--- src/rtl/core/dpip_pkg.sv ---
// shared types, codes and constants of the display power idle policy unit
package dpip_pkg;

   localparam int TIME_BITS  = 64;
   localparam int CMP_BITS   = (TIME_BITS > 32) ? TIME_BITS : 32;
   localparam int COUNT_BITS = 64;
   localparam int CFG_BITS   = 32;
   localparam int IDX_BITS   = 2;
   localparam int EVENT_BITS = 8;
   localparam int PORT_TIME  = 64;

   typedef logic [TIME_BITS-1:0]  time_type;
   typedef logic [CMP_BITS-1:0]   cmp_type;
   typedef logic [COUNT_BITS-1:0] count_type;
   typedef logic [CFG_BITS-1:0]   cfg_word_type;
   typedef logic [EVENT_BITS-1:0] event_type;

   // register indexes of the configuration port
   localparam logic [IDX_BITS-1:0] REG_DIM_TIMEOUT = 2'd0;
   localparam logic [IDX_BITS-1:0] REG_OFF_TIMEOUT = 2'd1;
   localparam logic [IDX_BITS-1:0] REG_LARGE_STEP  = 2'd2;

   localparam cfg_word_type DIM_TIMEOUT_RESET = 32'd10000;
   localparam cfg_word_type OFF_TIMEOUT_RESET = 32'd30000;
   localparam cfg_word_type LARGE_STEP_RESET  = 32'd300000;

   // event word bit positions
   localparam int EV_BUTTON     = 0;
   localparam int EV_TOUCH      = 1;
   localparam int EV_NOTIFY     = 2;
   localparam int EV_WRIST      = 3;
   localparam int EV_CHARGING   = 4;
   localparam int EV_TICK       = 5;
   localparam int EV_WORKOUT_ON = 6;
   localparam int EV_WORKOUT_OFF = 7;

   localparam logic CMD_EVENT = 1'b0;
   localparam logic CMD_START = 1'b1;

   typedef enum logic [2:0] {
      ST_OK          = 3'd0,
      ST_NOT_STARTED = 3'd1,
      ST_BAD_CONFIG  = 3'd2,
      ST_BAD_EVENT   = 3'd3,
      ST_ROLLBACK    = 3'd4,
      ST_DUPLICATE   = 3'd5,
      ST_LARGE_JUMP  = 3'd6
   } status_type;

   typedef enum logic [1:0] {
      MODE_ACTIVE = 2'd0,
      MODE_DIMMED = 2'd1,
      MODE_OFF    = 2'd2
   } mode_type;

   typedef enum logic [2:0] {
      WAKE_NONE     = 3'd0,
      WAKE_BUTTON   = 3'd1,
      WAKE_TOUCH    = 3'd2,
      WAKE_NOTIFY   = 3'd3,
      WAKE_WRIST    = 3'd4,
      WAKE_CHARGING = 3'd5
   } wake_type;

   typedef struct packed {
      cfg_word_type dim_timeout;
      cfg_word_type off_timeout;
      cfg_word_type large_step_limit;
   } cfg_type;

   typedef struct packed {
      status_type status;
      mode_type   power_mode;
      wake_type   wake_cause;
      logic       in_workout;
      logic       display_on;
      count_type  mode_changes;
      time_type   activity_time;
   } result_type;

endpackage

--- src/rtl/core/dpip_csr.sv ---
// configuration registers of the display power idle policy unit
module dpip_csr (
   input  logic                         clock,
   input  logic                         reset,
   input  logic                         csr_valid,
   output logic                         csr_ready,
   input  logic [dpip_pkg::IDX_BITS-1:0] csr_index,
   input  dpip_pkg::cfg_word_type       csr_data,
   output dpip_pkg::cfg_type            cfg
);

   dpip_pkg::cfg_type cfg_ff;
   dpip_pkg::cfg_type cfg_in;

   assign csr_ready = 1'b1;
   assign cfg       = cfg_ff;

   always_comb begin
      cfg_in = cfg_ff;
      if (csr_valid) begin
         unique case (csr_index)
            dpip_pkg::REG_DIM_TIMEOUT: cfg_in.dim_timeout      = csr_data;
            dpip_pkg::REG_OFF_TIMEOUT: cfg_in.off_timeout      = csr_data;
            dpip_pkg::REG_LARGE_STEP:  cfg_in.large_step_limit = csr_data;
            default: ; // unused index, write dropped
         endcase
      end
   end

   always_ff @(posedge clock) begin
      if (reset) begin
         cfg_ff.dim_timeout      <= dpip_pkg::DIM_TIMEOUT_RESET;
         cfg_ff.off_timeout      <= dpip_pkg::OFF_TIMEOUT_RESET;
         cfg_ff.large_step_limit <= dpip_pkg::LARGE_STEP_RESET;
      end else begin
         cfg_ff <= cfg_in;
      end
   end

endmodule

--- src/rtl/core/dpip_core.sv ---
// policy state, per-item update logic and result register
module dpip_core (
   input  logic                  clock,
   input  logic                  reset,
   input  dpip_pkg::cfg_type     cfg,
   input  logic                  fire,
   input  logic                  item_cmd,
   input  dpip_pkg::time_type    item_time,
   input  dpip_pkg::event_type   item_event,
   input  logic                  rsp_take,
   output logic                  rsp_valid,
   output dpip_pkg::result_type  rsp_result
);

   logic                 started_ff, started_in;
   dpip_pkg::mode_type   mode_ff, mode_in;
   dpip_pkg::wake_type   wake_ff, wake_in;
   logic                 workout_ff, workout_in;
   dpip_pkg::time_type   activity_ff, activity_in;
   dpip_pkg::time_type   seen_ff, seen_in;
   dpip_pkg::count_type  count_ff, count_in;
   logic                 rsp_valid_ff, rsp_valid_in;
   dpip_pkg::result_type result_ff, result_in;

   logic                 cfg_ok;
   logic                 bad_event;
   dpip_pkg::wake_type   wake_pick;
   dpip_pkg::time_type   step_diff;
   dpip_pkg::time_type   idle;
   dpip_pkg::status_type status;
   dpip_pkg::mode_type   target;
   logic                 set_mode;

   assign cfg_ok = (cfg.dim_timeout != '0) && (cfg.off_timeout > cfg.dim_timeout)
                   && (cfg.large_step_limit >= cfg.off_timeout);

   assign bad_event = (item_event == '0)
                      || (item_event[dpip_pkg::EV_WORKOUT_ON]
                          && item_event[dpip_pkg::EV_WORKOUT_OFF]);

   assign step_diff = item_time - seen_ff;
   assign idle      = item_time - activity_ff;

   // fixed priority, button first
   always_comb begin
      if (item_event[dpip_pkg::EV_BUTTON]) begin
         wake_pick = dpip_pkg::WAKE_BUTTON;
      end else if (item_event[dpip_pkg::EV_TOUCH]) begin
         wake_pick = dpip_pkg::WAKE_TOUCH;
      end else if (item_event[dpip_pkg::EV_NOTIFY]) begin
         wake_pick = dpip_pkg::WAKE_NOTIFY;
      end else if (item_event[dpip_pkg::EV_WRIST]) begin
         wake_pick = dpip_pkg::WAKE_WRIST;
      end else if (item_event[dpip_pkg::EV_CHARGING]) begin
         wake_pick = dpip_pkg::WAKE_CHARGING;
      end else begin
         wake_pick = dpip_pkg::WAKE_NONE;
      end
   end

   always_comb begin
      started_in  = started_ff;
      mode_in     = mode_ff;
      wake_in     = wake_ff;
      workout_in  = workout_ff;
      activity_in = activity_ff;
      seen_in     = seen_ff;
      count_in    = count_ff;
      status      = dpip_pkg::ST_OK;
      target      = dpip_pkg::MODE_ACTIVE;
      set_mode    = 1'b0;

      if (item_cmd == dpip_pkg::CMD_START) begin
         if (!cfg_ok) begin
            status = dpip_pkg::ST_BAD_CONFIG;
         end else begin
            started_in  = 1'b1;
            mode_in     = dpip_pkg::MODE_ACTIVE;
            wake_in     = dpip_pkg::WAKE_NONE;
            workout_in  = 1'b0;
            activity_in = item_time;
            seen_in     = item_time;
            count_in    = '0;
         end
      end else if (!started_ff) begin
         status = dpip_pkg::ST_NOT_STARTED;
      end else if (!cfg_ok) begin
         status = dpip_pkg::ST_BAD_CONFIG;
      end else if (bad_event) begin
         status = dpip_pkg::ST_BAD_EVENT;
      end else if (item_time < seen_ff) begin
         status = dpip_pkg::ST_ROLLBACK;
      end else begin
         if (item_time == seen_ff) begin
            status = dpip_pkg::ST_DUPLICATE;
         end else if (dpip_pkg::cmp_type'(step_diff)
                      > dpip_pkg::cmp_type'(cfg.large_step_limit)) begin
            status = dpip_pkg::ST_LARGE_JUMP;
         end
         seen_in = item_time;
         if (item_event[dpip_pkg::EV_WORKOUT_ON]) begin
            workout_in = 1'b1;
         end else if (item_event[dpip_pkg::EV_WORKOUT_OFF]) begin
            workout_in = 1'b0;
         end
         if (wake_pick != dpip_pkg::WAKE_NONE) begin
            set_mode    = 1'b1;
            target      = dpip_pkg::MODE_ACTIVE;
            wake_in     = wake_pick;
            activity_in = item_time;
         end else if (item_event[dpip_pkg::EV_TICK]) begin
            set_mode = 1'b1;
            if (dpip_pkg::cmp_type'(idle) >= dpip_pkg::cmp_type'(cfg.off_timeout)) begin
               target = dpip_pkg::MODE_OFF;
            end else if (dpip_pkg::cmp_type'(idle)
                         >= dpip_pkg::cmp_type'(cfg.dim_timeout)) begin
               target = dpip_pkg::MODE_DIMMED;
            end else begin
               target = dpip_pkg::MODE_ACTIVE;
            end
         end
         if (set_mode && (target != mode_ff)) begin
            mode_in = target;
            if (count_ff != '1) begin
               count_in = count_ff + dpip_pkg::count_type'(1);
            end
         end
      end
   end

   always_comb begin
      result_in.status        = status;
      result_in.power_mode    = mode_in;
      result_in.wake_cause    = wake_in;
      result_in.in_workout    = workout_in;
      result_in.display_on    = (mode_in != dpip_pkg::MODE_OFF);
      result_in.mode_changes  = count_in;
      result_in.activity_time = activity_in;
   end

   always_comb begin
      if (fire) begin
         rsp_valid_in = 1'b1;
      end else if (rsp_take) begin
         rsp_valid_in = 1'b0;
      end else begin
         rsp_valid_in = rsp_valid_ff;
      end
   end

   always_ff @(posedge clock) begin
      if (reset) begin
         started_ff   <= 1'b0;
         mode_ff      <= dpip_pkg::MODE_ACTIVE;
         wake_ff      <= dpip_pkg::WAKE_NONE;
         workout_ff   <= 1'b0;
         activity_ff  <= '0;
         seen_ff      <= '0;
         count_ff     <= '0;
         rsp_valid_ff <= 1'b0;
      end else begin
         rsp_valid_ff <= rsp_valid_in;
         if (fire) begin
            started_ff  <= started_in;
            mode_ff     <= mode_in;
            wake_ff     <= wake_in;
            workout_ff  <= workout_in;
            activity_ff <= activity_in;
            seen_ff     <= seen_in;
            count_ff    <= count_in;
         end
      end
   end

   always_ff @(posedge clock) begin
      if (fire) begin
         result_ff <= result_in;
      end
   end

   assign rsp_valid  = rsp_valid_ff;
   assign rsp_result = result_ff;

endmodule

--- src/rtl/core/display_power_idle_policy_unit.sv ---
// display power idle policy unit: top level with input register and stream ports
// an accepted item passes the input register and then the result register before its result
// is valid; a stalled result register holds the item in the input register
// throughput: one item per cycle while the result is not stalled; the state update and the
// 64-bit time compares sit in one stage. The input register refills while the result register
// is being taken, so stalls cost no bubble. Reset: synchronous, clears both registers' valid
// flags, the policy state (not started, active) and loads the configuration registers with their defaults
module display_power_idle_policy_unit (
   input  logic          clock,
   input  logic          reset,
   // item input
   input  logic          req_tvalid,
   output logic          req_tready,
   input  logic [71:0]   req_tdata,   // time_ms[63:0], event_bits[71:64]
   input  logic          req_tuser,   // cmd
   // result output
   output logic          rsp_tvalid,
   input  logic          rsp_tready,
   output logic [143:0]  rsp_tdata,   // status[2:0], power_mode[4:3], wake_cause[7:5],
                                      // in_workout[8], display_on[9], mode_changes[73:10],
                                      // activity_time[137:74], zero fill[143:138]
   // configuration writes
   input  logic          csr_valid,
   output logic          csr_ready,
   input  logic [1:0]    csr_index,
   input  logic [31:0]   csr_data
);

   dpip_pkg::cfg_type    cfg;
   dpip_pkg::result_type result;

   // input register
   logic                 in_valid_ff, in_valid_in;
   logic                 in_cmd_ff;
   dpip_pkg::time_type   in_time_ff;
   dpip_pkg::event_type  in_event_ff;

   logic                 accept;
   logic                 advance;   // result register free this cycle
   logic                 fire;      // held item moves into the policy stage
   logic                 rsp_valid;
   logic                 rsp_take;

   assign rsp_take   = rsp_valid && rsp_tready;
   assign advance    = !rsp_valid || rsp_tready;
   assign fire       = in_valid_ff && advance;
   assign req_tready = !in_valid_ff || advance;
   assign accept     = req_tvalid && req_tready;

   // keep the valid flag when a new item replaces the one leaving
   always_comb begin
      if (accept) begin
         in_valid_in = 1'b1;
      end else if (fire) begin
         in_valid_in = 1'b0;
      end else begin
         in_valid_in = in_valid_ff;
      end
   end

   always_ff @(posedge clock) begin
      if (reset) begin
         in_valid_ff <= 1'b0;
      end else begin
         in_valid_ff <= in_valid_in;
      end
   end

   // payload, no reset; the time is taken modulo the time width
   always_ff @(posedge clock) begin
      if (accept) begin
         in_cmd_ff   <= req_tuser;
         in_time_ff  <= dpip_pkg::time_type'(req_tdata[dpip_pkg::PORT_TIME-1:0]);
         in_event_ff <= req_tdata[71:64];
      end
   end

   dpip_csr u_csr (
      .clock     (clock),
      .reset     (reset),
      .csr_valid (csr_valid),
      .csr_ready (csr_ready),
      .csr_index (csr_index),
      .csr_data  (csr_data),
      .cfg       (cfg)
   );

   dpip_core u_core (
      .clock      (clock),
      .reset      (reset),
      .cfg        (cfg),
      .fire       (fire),
      .item_cmd   (in_cmd_ff),
      .item_time  (in_time_ff),
      .item_event (in_event_ff),
      .rsp_take   (rsp_take),
      .rsp_valid  (rsp_valid),
      .rsp_result (result)
   );

   assign rsp_tvalid = rsp_valid;

   // pack the result, first field lowest
   assign rsp_tdata = {6'b0,
                       64'(result.activity_time),
                       64'(result.mode_changes),
                       result.display_on,
                       result.in_workout,
                       result.wake_cause,
                       result.power_mode,
                       result.status};

endmodule
--- config.mk ---
export PLATFORM = sky130hd
export DESIGN_NAME = display_power_idle_policy_unit
export DESIGN_NICKNAME = d
export VERILOG_FILES = /design/src/rtl/core/dpip_pkg.sv /design/src/rtl/core/dpip_csr.sv /design/src/rtl/core/dpip_core.sv /design/src/rtl/core/display_power_idle_policy_unit.sv
export SDC_FILE = /design/constraint.sdc
export NUM_CORES = 1
export LEC_CHECK = 0
export ABC_AREA = 1
export BUFFER_PORTS_ARGS = -buffer_cell sky130_fd_sc_hd__buf_4
export CAP_MARGIN = 20
export CORE_MARGIN = 8
export CORE_UTILIZATION = 45
export DETAILED_ROUTE_END_ITERATION = 6
export SLEW_MARGIN = 25
export SYNTH_ARGS = -nofsm -noshare
export SYNTH_HDL_FRONTEND = slang
export SYNTH_SLANG_ARGS = --single-unit
--- constraint.sdc ---
create_clock -name clock -period 16.5 [get_ports clock]
set_input_delay 0 -clock clock [delete_from_list [all_inputs] [get_ports clock]]
set_output_delay 0 -clock clock [all_outputs]
set_load 0.05 [all_outputs]
# Word level (Yosys, flattened, before mapping)
# Cells that the tools add are included.
# Widths: inputs -> output; s select.
[totals]
word_cells = 139
reg_bits = 508
input_bits = 112
[classes]
n_lt_le_gt_ge = 6
n_eq_ne = 8
add_sub_neg = 3
n_reduce_logical = 24
muxes = 76
[op_table]
columns = ["op", "count"]
rows = [
  ["$mux 64", 21],
  ["$ge 64x32->1", 2],
  ["$sub 64x64->64", 2],
  ["$add 64x1->64 const B", 1],
  ["$eq 64x64->1", 1],
  ["$gt 64x32->1", 1],
  ["$lt 64x64->1", 1],
  ["$ne 64x64->1 const B", 1],
  ["$mux 3", 19],
  ["$ge 32x32->1", 1],
  ["$gt 32x32->1", 1],
  ["$mux 2", 16],
  ["$reduce_bool 32->1", 1],
  ["$mux 1", 20],
  ["$logic_not 8->1", 1],
  ["$logic_and 1x1->1", 7],
  ["$ne 2x2->1 const B", 3],
  ["$reduce_and 2->1", 3],
  ["$reduce_bool 2->1", 3],
  ["$reduce_and 5->1", 1],
  ["$logic_or 1x1->1", 3],
  ["$reduce_and 3->1", 1],
  ["$reduce_bool 3->1", 1],
  ["$eq 2x1->1 const B", 1],
  ["other kinds (4)", 5],
]

# Depth between registers and ports, before layout
[logic_depth]
depth_word = 21
ltp_mapped = 35
ltp_nobuf = 35

# Hierarchy
# From an unflattened synthesis, not the netlist that was laid out.
[unflattened]
hier_cells = 5265
hier_area_um2 = 35741.8
[modules_own_cells]
columns = ["mod", "cells_each", "n_inst", "seq_area_each_um2", "area_per_inst_um2"]
rows = [
  ["dpip_core", 4591, 1, 8147.8, 29520.8],
  ["dpip_csr", 584, 1, 1921.8, 3911.3],
  ["display_power_idle_policy_unit", 90, 1, 2212.1, 2309.7],
]

# Worst setup path before layout
# Ideal clock, no wire load.
[synth_path]
path_type = "reg-to-reg"
startpoint = "register u_core.rsp_valid_ff (netlist: u_core.rsp_valid)"
endpoint = "register u_core.result_ff (netlist bit u_core.rsp_result[0]), enable pin"
arrival_time_ns = 5.084
stages_incl_launch_ff = 6
slack_ns = 10.860
synth_period_minus_slack_ns = 5.640
setup_ns = 0.556
required_time_ns = 15.944
path_buffers = 2
path_cell_list = "dfxtp_1 nand2_1 nand2_1 inv_1 clkbuf_1 clkbuf_1"
[synth_between]
elab_chain_len = 3
[synth_lines]
columns = ["item", "line", "rtl"]
rows = [
  ["start: declaration", "dpip_core.sv:22", "logic rsp_valid_ff, rsp_valid_in;"],
  ["start signal: assignment", "dpip_core.sv:162", "rsp_valid_ff <= rsp_valid_in;"],
  ["$logic_not 1->1", "display_power_idle_policy_unit.sv:45", "assign advance = !rsp_valid || rsp_tready;"],
  ["$logic_or 1x1->1", "display_power_idle_policy_unit.sv:45", ""],
  ["$logic_and 1x1->1", "display_power_idle_policy_unit.sv:46", "assign fire = in_valid_ff && advance;"],
  ["via fire", "display_power_idle_policy_unit.sv:40", "logic fire;"],
  ["end signal: assignment", "dpip_core.sv:177", "result_ff <= result_in;"],
  ["end: declaration", "dpip_core.sv:23", "dpip_pkg::result_type result_ff, result_in;"],
]
# The timed path passes the listed nets, and every way through them passes these cells.
# A chain may end at the register's enable or synchronous reset.

# Final worst setup path
[layout_path]
startpoint = "register in_time_ff[0]"
endpoint = "register u_core.result_ff (netlist bit u_core.rsp_result[89]), data pin"
[layout_between]
elab_chain_len = 19
word_cells_on_any_way = 21
[layout_lines]
columns = ["item", "line", "rtl"]
rows = [
  ["start: declaration", "display_power_idle_policy_unit.sv:35", "dpip_pkg::time_type in_time_ff;"],
  ["start signal: assignment", "display_power_idle_policy_unit.sv:73", "in_time_ff <= dpip_pkg::time_type'(req_tdata[dpip_pkg::PORT_TIME-1:0]);"],
  ["$sub 64x64->64", "dpip_core.sv:42", "assign idle = item_time - activity_ff;"],
  ["$ge 64x32->1", "dpip_core.sv:116", ">= dpip_pkg::cmp_type'(cfg.dim_timeout)) begin"],
  ["$mux 1", "dpip_core.sv:115", "end else if (dpip_pkg::cmp_type'(idle)"],
  ["$mux 2", "dpip_core.sv:113", "if (dpip_pkg::cmp_type'(idle) >= dpip_pkg::cmp_type'(cfg.off_timeout)) begin"],
  ["$mux 2", "dpip_core.sv:111", "end else if (item_event[dpip_pkg::EV_TICK]) begin"],
  ["$mux 2", "dpip_core.sv:106", "if (wake_pick != dpip_pkg::WAKE_NONE) begin"],
  ["$mux 2", "dpip_core.sv:91", "end else if (item_time < seen_ff) begin"],
  ["$mux 2", "dpip_core.sv:89", "end else if (bad_event) begin"],
  ["[... 4 more ...]", "-", ""],
  ["$logic_and 1x1->1", "dpip_core.sv:122", "if (set_mode && (target != mode_ff)) begin"],
  ["$mux 64", "dpip_core.sv:122", ""],
  ["$mux 64 *", "dpip_core.sv:91", ""],
  ["$mux 64 *", "dpip_core.sv:89", ""],
  ["$mux 64 *", "dpip_core.sv:87", "end else if (!cfg_ok) begin"],
  ["$mux 64 *", "dpip_core.sv:85", "end else if (!started_ff) begin"],
  ["$mux 64 *", "dpip_core.sv:73", "if (item_cmd == dpip_pkg::CMD_START) begin"],
  ["via u_core.count_in[25]", "dpip_core.sv:21", "dpip_pkg::count_type count_ff, count_in;"],
]
# Mark *: on every way through the listed nets, which the timed path passes. The rest lies on a longest branch. The select of a mux whose other input is x is not followed.

==> impl_metrics.py <==
metrics = {
    "timing": {
        "finalHoldViolCount": 0,
        "finalSetupViolations": 0,
        "relSlewSlack_pct": 32.3,
        "finalClockSkew_ps": 30.9,
        "final.min_clock_period_ps": 6090,
        "max_freq_mhz": 164,
        "worst_slew_pin_slew_ps": 1020,
        "rsz0062_at_grt": "no",
        "min_period_over_period_pct": 36.9,
        "timing.final.max_slew_violations": 0,
        "setup_tns_ps": 0,
        "holdWs_ps": 65.0,
    },
    "global_routing": {
        "gr-total-overflow": 0,
        "antenna_found_initial": 1,
        "grt_pass1_wl_mm": 188,
        "grt_max_degree": 110,
        "grt_pass1_vias": 31790,
        "grt_use_total_pct": 27.4,
    },
    "power": {
        "power.total_mw": 3.88,
        "combPwrFrac_pct": 30.8,
        "power.density_nw_per_um2": 94.3,
        "p_clk_share_pct": 31.7,
        "p_sw_share_pct": 36.3,
        "ir_worst_vdd_v": 0.0000998,
        "cellInternalPower_mw": 2.47,
        "p_seq_share_pct": 37.5,
        "p_switching_mw": 1.41,
        "p_leak_nw": 19.1,
    },
    "clock_network": {
        "cts_resized": 0,
        "clock_sinks": 508,
        "cts_root_buf": "clkbuf_16",
        "cts_max_path_buffers": 3,
        "cts-buffers-inserted": 56,
        "clk_pin_slew_ps": 60,
        "htree_levels": 2,
        "cts_tree": "built",
        "clk_latency_ps": 650,
    },
    "floorplan": {
        "start_util_pct": 45.5,
        "die_area_um2": 87800,
        "core_um2": 77600,
        "die_w_um": 296,
        "die_h_um": 296,
        "rows": 102,
        "io_pins": 259,
    },
    "layout": {
        "finalCoreUtilization_pct": 53.0,
        "layout-drive-gt1-share_pct": 8.61,
        "areaGrowthSynthToFinish_pct": 16.4,
        "seq_area_um2": 12300,
        "fillers": 7787,
        "nNetsFinal": 5777,
        "multi_input_area_um2": 18800,
    },
    "yosys": {
        "ys_warn_count": 0,
        "synthAdderAreaFrac_pct": 10.3,
        "yosysTopAreaCellShare_pct": 17.9,
        "synth.area.mux_share_pct": 0,
        "syn_inst": 5044,
        "yosys.area_share.simple_pct": 23.5,
        "synthArstFlopShare_pct": 0,
        "synth_edf_count": 211,
        "synth_compound_area_share_pct": 17.1,
        "synth_common_cells": "nand2_1, inv_1, a21oi_1, nor2_1, o21ai_0",
        "synthDistinctLibCells": 63,
        "synth.area.top_cells": "edfxtp_1, dfxtp_1, nand2_1, inv_1, ha_1",
        "ys_ff_latch": 508,
        "syn_area_um2": 35300,
        "yosys.area.top_type": "edfxtp_1",
        "synth_top_family_by_area": "simple AND/OR/NAND/NOR gates",
        "syn_avg_cell_area_um2": 7.01,
        "yosysMostFrequentCell": "nand2_1",
        "ys_seq_area_share_pct": 34.8,
        "synth_ff_type": "dfxtp_1",
        "synth_xor_area_share_pct": 2.08,
    },
    "setup_path": {
        "startpoint_type": "flop",
        "critPathArrivalTime_ps": 6480,
        "cpPeakStageDelay_ps": 600,
        "crit_fanout": 22,
        "critPathRequiredTime_ps": 16890,
        "cp_num_buf_inv": 4,
        "crit_slowest_cell": "xor2_1",
        "crit_top_cell": "nand2_1",
        "critPathTopFamily": "simple AND/OR/NAND/NOR gates",
        "cp-end-kind": "flop",
        "crit_type": "reg -> reg",
    },
    "routing": {
        "vias": 33931,
        "drc": 10,
        "avgRoutedWirePerCell_um": 19.2,
        "drt_first_pass_iters": 7,
        "drt_iter0_markers": 2786,
        "ant_nets": 0,
        "drt_wl_total_mm": 124,
        "vias_per_cell": 5.25,
    },
    "placement": {
        "globalplace.congestion": 1.04,
        "portBuffers": 251,
        "dp_hpwl_mm": 99.1,
    },
    "outcome": {
        "status": "finished with violations",
        "failed_checks": "design-rule violations",
    },
    "job": {
        "cap_viol_max_count": 0,
    },
    "min_path": {
        "hp-class": "in -> reg",
    },
}
-- sequential cells by signal (all words and copies together) (netlist names) --
register,cells
u_core.rsp_valid,1
u_core.started_ff,1
in_event_ff,8
u_core.count_ff,64
u_core.wake_ff,3
u_core.seen_ff,64
in_cmd_ff,1
u_csr.cfg,96
u_core.rsp_result,138
u_core.activity_ff,64
in_time_ff,64
u_core.mode_ff,2
in_valid_ff,1
u_core.workout_ff,1
-- cell usage in the layout (no fill, tap or decap), types with 6 or more instances in the layout --
cell type / instances
edfxtp_1: 211
clkinv_2: 11
inv_1: 965
buf_4: 274
nor2_1: 398
inv_2: 6
a31oi_1: 8
nand4_1: 80
nand3b_1: 12
dfxtp_1: 297
nor2_4: 7
clkbuf_16: 56
xor2_1: 58
o21bai_1: 43
nand2_1: 1109
a21boi_0: 9
o211ai_1: 34
dlygate4sd3_1: 124
nor2_2: 18
nor3_1: 76
nor4_1: 31
conb_1: 7
o21a_1: 10
nand2_2: 8
nand3_1: 186
a21o_1: 18
clkbuf_1: 11
a21oi_1: 520
a21oi_2: 36
xnor2_1: 26
ha_1: 288
a211oi_1: 8
o21ai_0: 334
o21ai_1: 51
clkinv_1: 14
-- what timing repair did --
action	4_1_cts	5_1_grt
hold buffers	124	0
endpoints found under the hold margin	201	0
setup buffers	0	0
-- layer usage --
| metal | routed length [µm] | vias up | share of wire [%] | global-route usage [%] |
|---|---|---|---|---|
| met2 | 57400 | 1027 | 46 | 45.9 |
| met1 | 55400 | 15648 | 45 | 37.0 |
| met3 | 7900 | 167 | 6.4 | 3.76 |
| met4 | 3300 | 0 | 2.7 | 7.30 |
| met5 | 0 | - | 0 | 0 |
| li1 | - | 17089 | - | - |
-- area by class of cell --
cell class	instances	area share [%]
diodes	1	0.00609
clock buffers	69	3.58
clock inverters	37	0.736
inverters	977	8.95
multi-input cells	3434	45.7
flip-flops and latches	508	29.9
well taps	1040	3.16
repair buffers	398	8.02
-- power by group through the flow --
stage          logic (mW)  clock network [mW]  registers (mW)
2_1_floorplan       0.713                   0            1.55
3_3_place_gp         1.15                   0            1.48
3_5_place_dp         1.15                   0            1.48
4_1_cts              1.18                1.26            1.46
5_1_grt              1.32                1.30            1.46
6_report             1.19                1.23            1.46
-- cell families after synthesis --
logic type               after synthesis
XOR/XNOR                              84
AO/OA/AOI/OAI                       1095
buffers and inverters               1107
adder cells (fa/ha/maj)              290
flip-flops                           508
other                                  2
AND/OR/NAND/NOR                     1958
-- worst paths after layout --
path / startpoint / to / slack, ps / cells past startpoint
min: req_tdata[64] / in_event_ff[0] / 70 / 2
max: in_time_ff[0] / u_core.rsp_result[89] / 10410 / 32
min reg2reg: u_core.seen_ff[40] / u_core.seen_ff[40] / 460 / 2
max reg2reg: in_time_ff[0] / u_core.rsp_result[89] / 10410 / 32
-- per-stage QoR --
step / setup WS, ps / instances / cell area, µm²
6_report: 10410 / 6464 / 41100
5_1_grt: 10070 / 6463 / 41100
4_1_cts: 10390 / 6463 / 41100
3_5_place_dp: 10450 / 6233 / 38100
3_3_place_gp: 10420 / 6233 / 38100
2_1_floorplan: 10860 / 5049 / 35400
No activity file was read; power rests on OpenSTA's default activity.
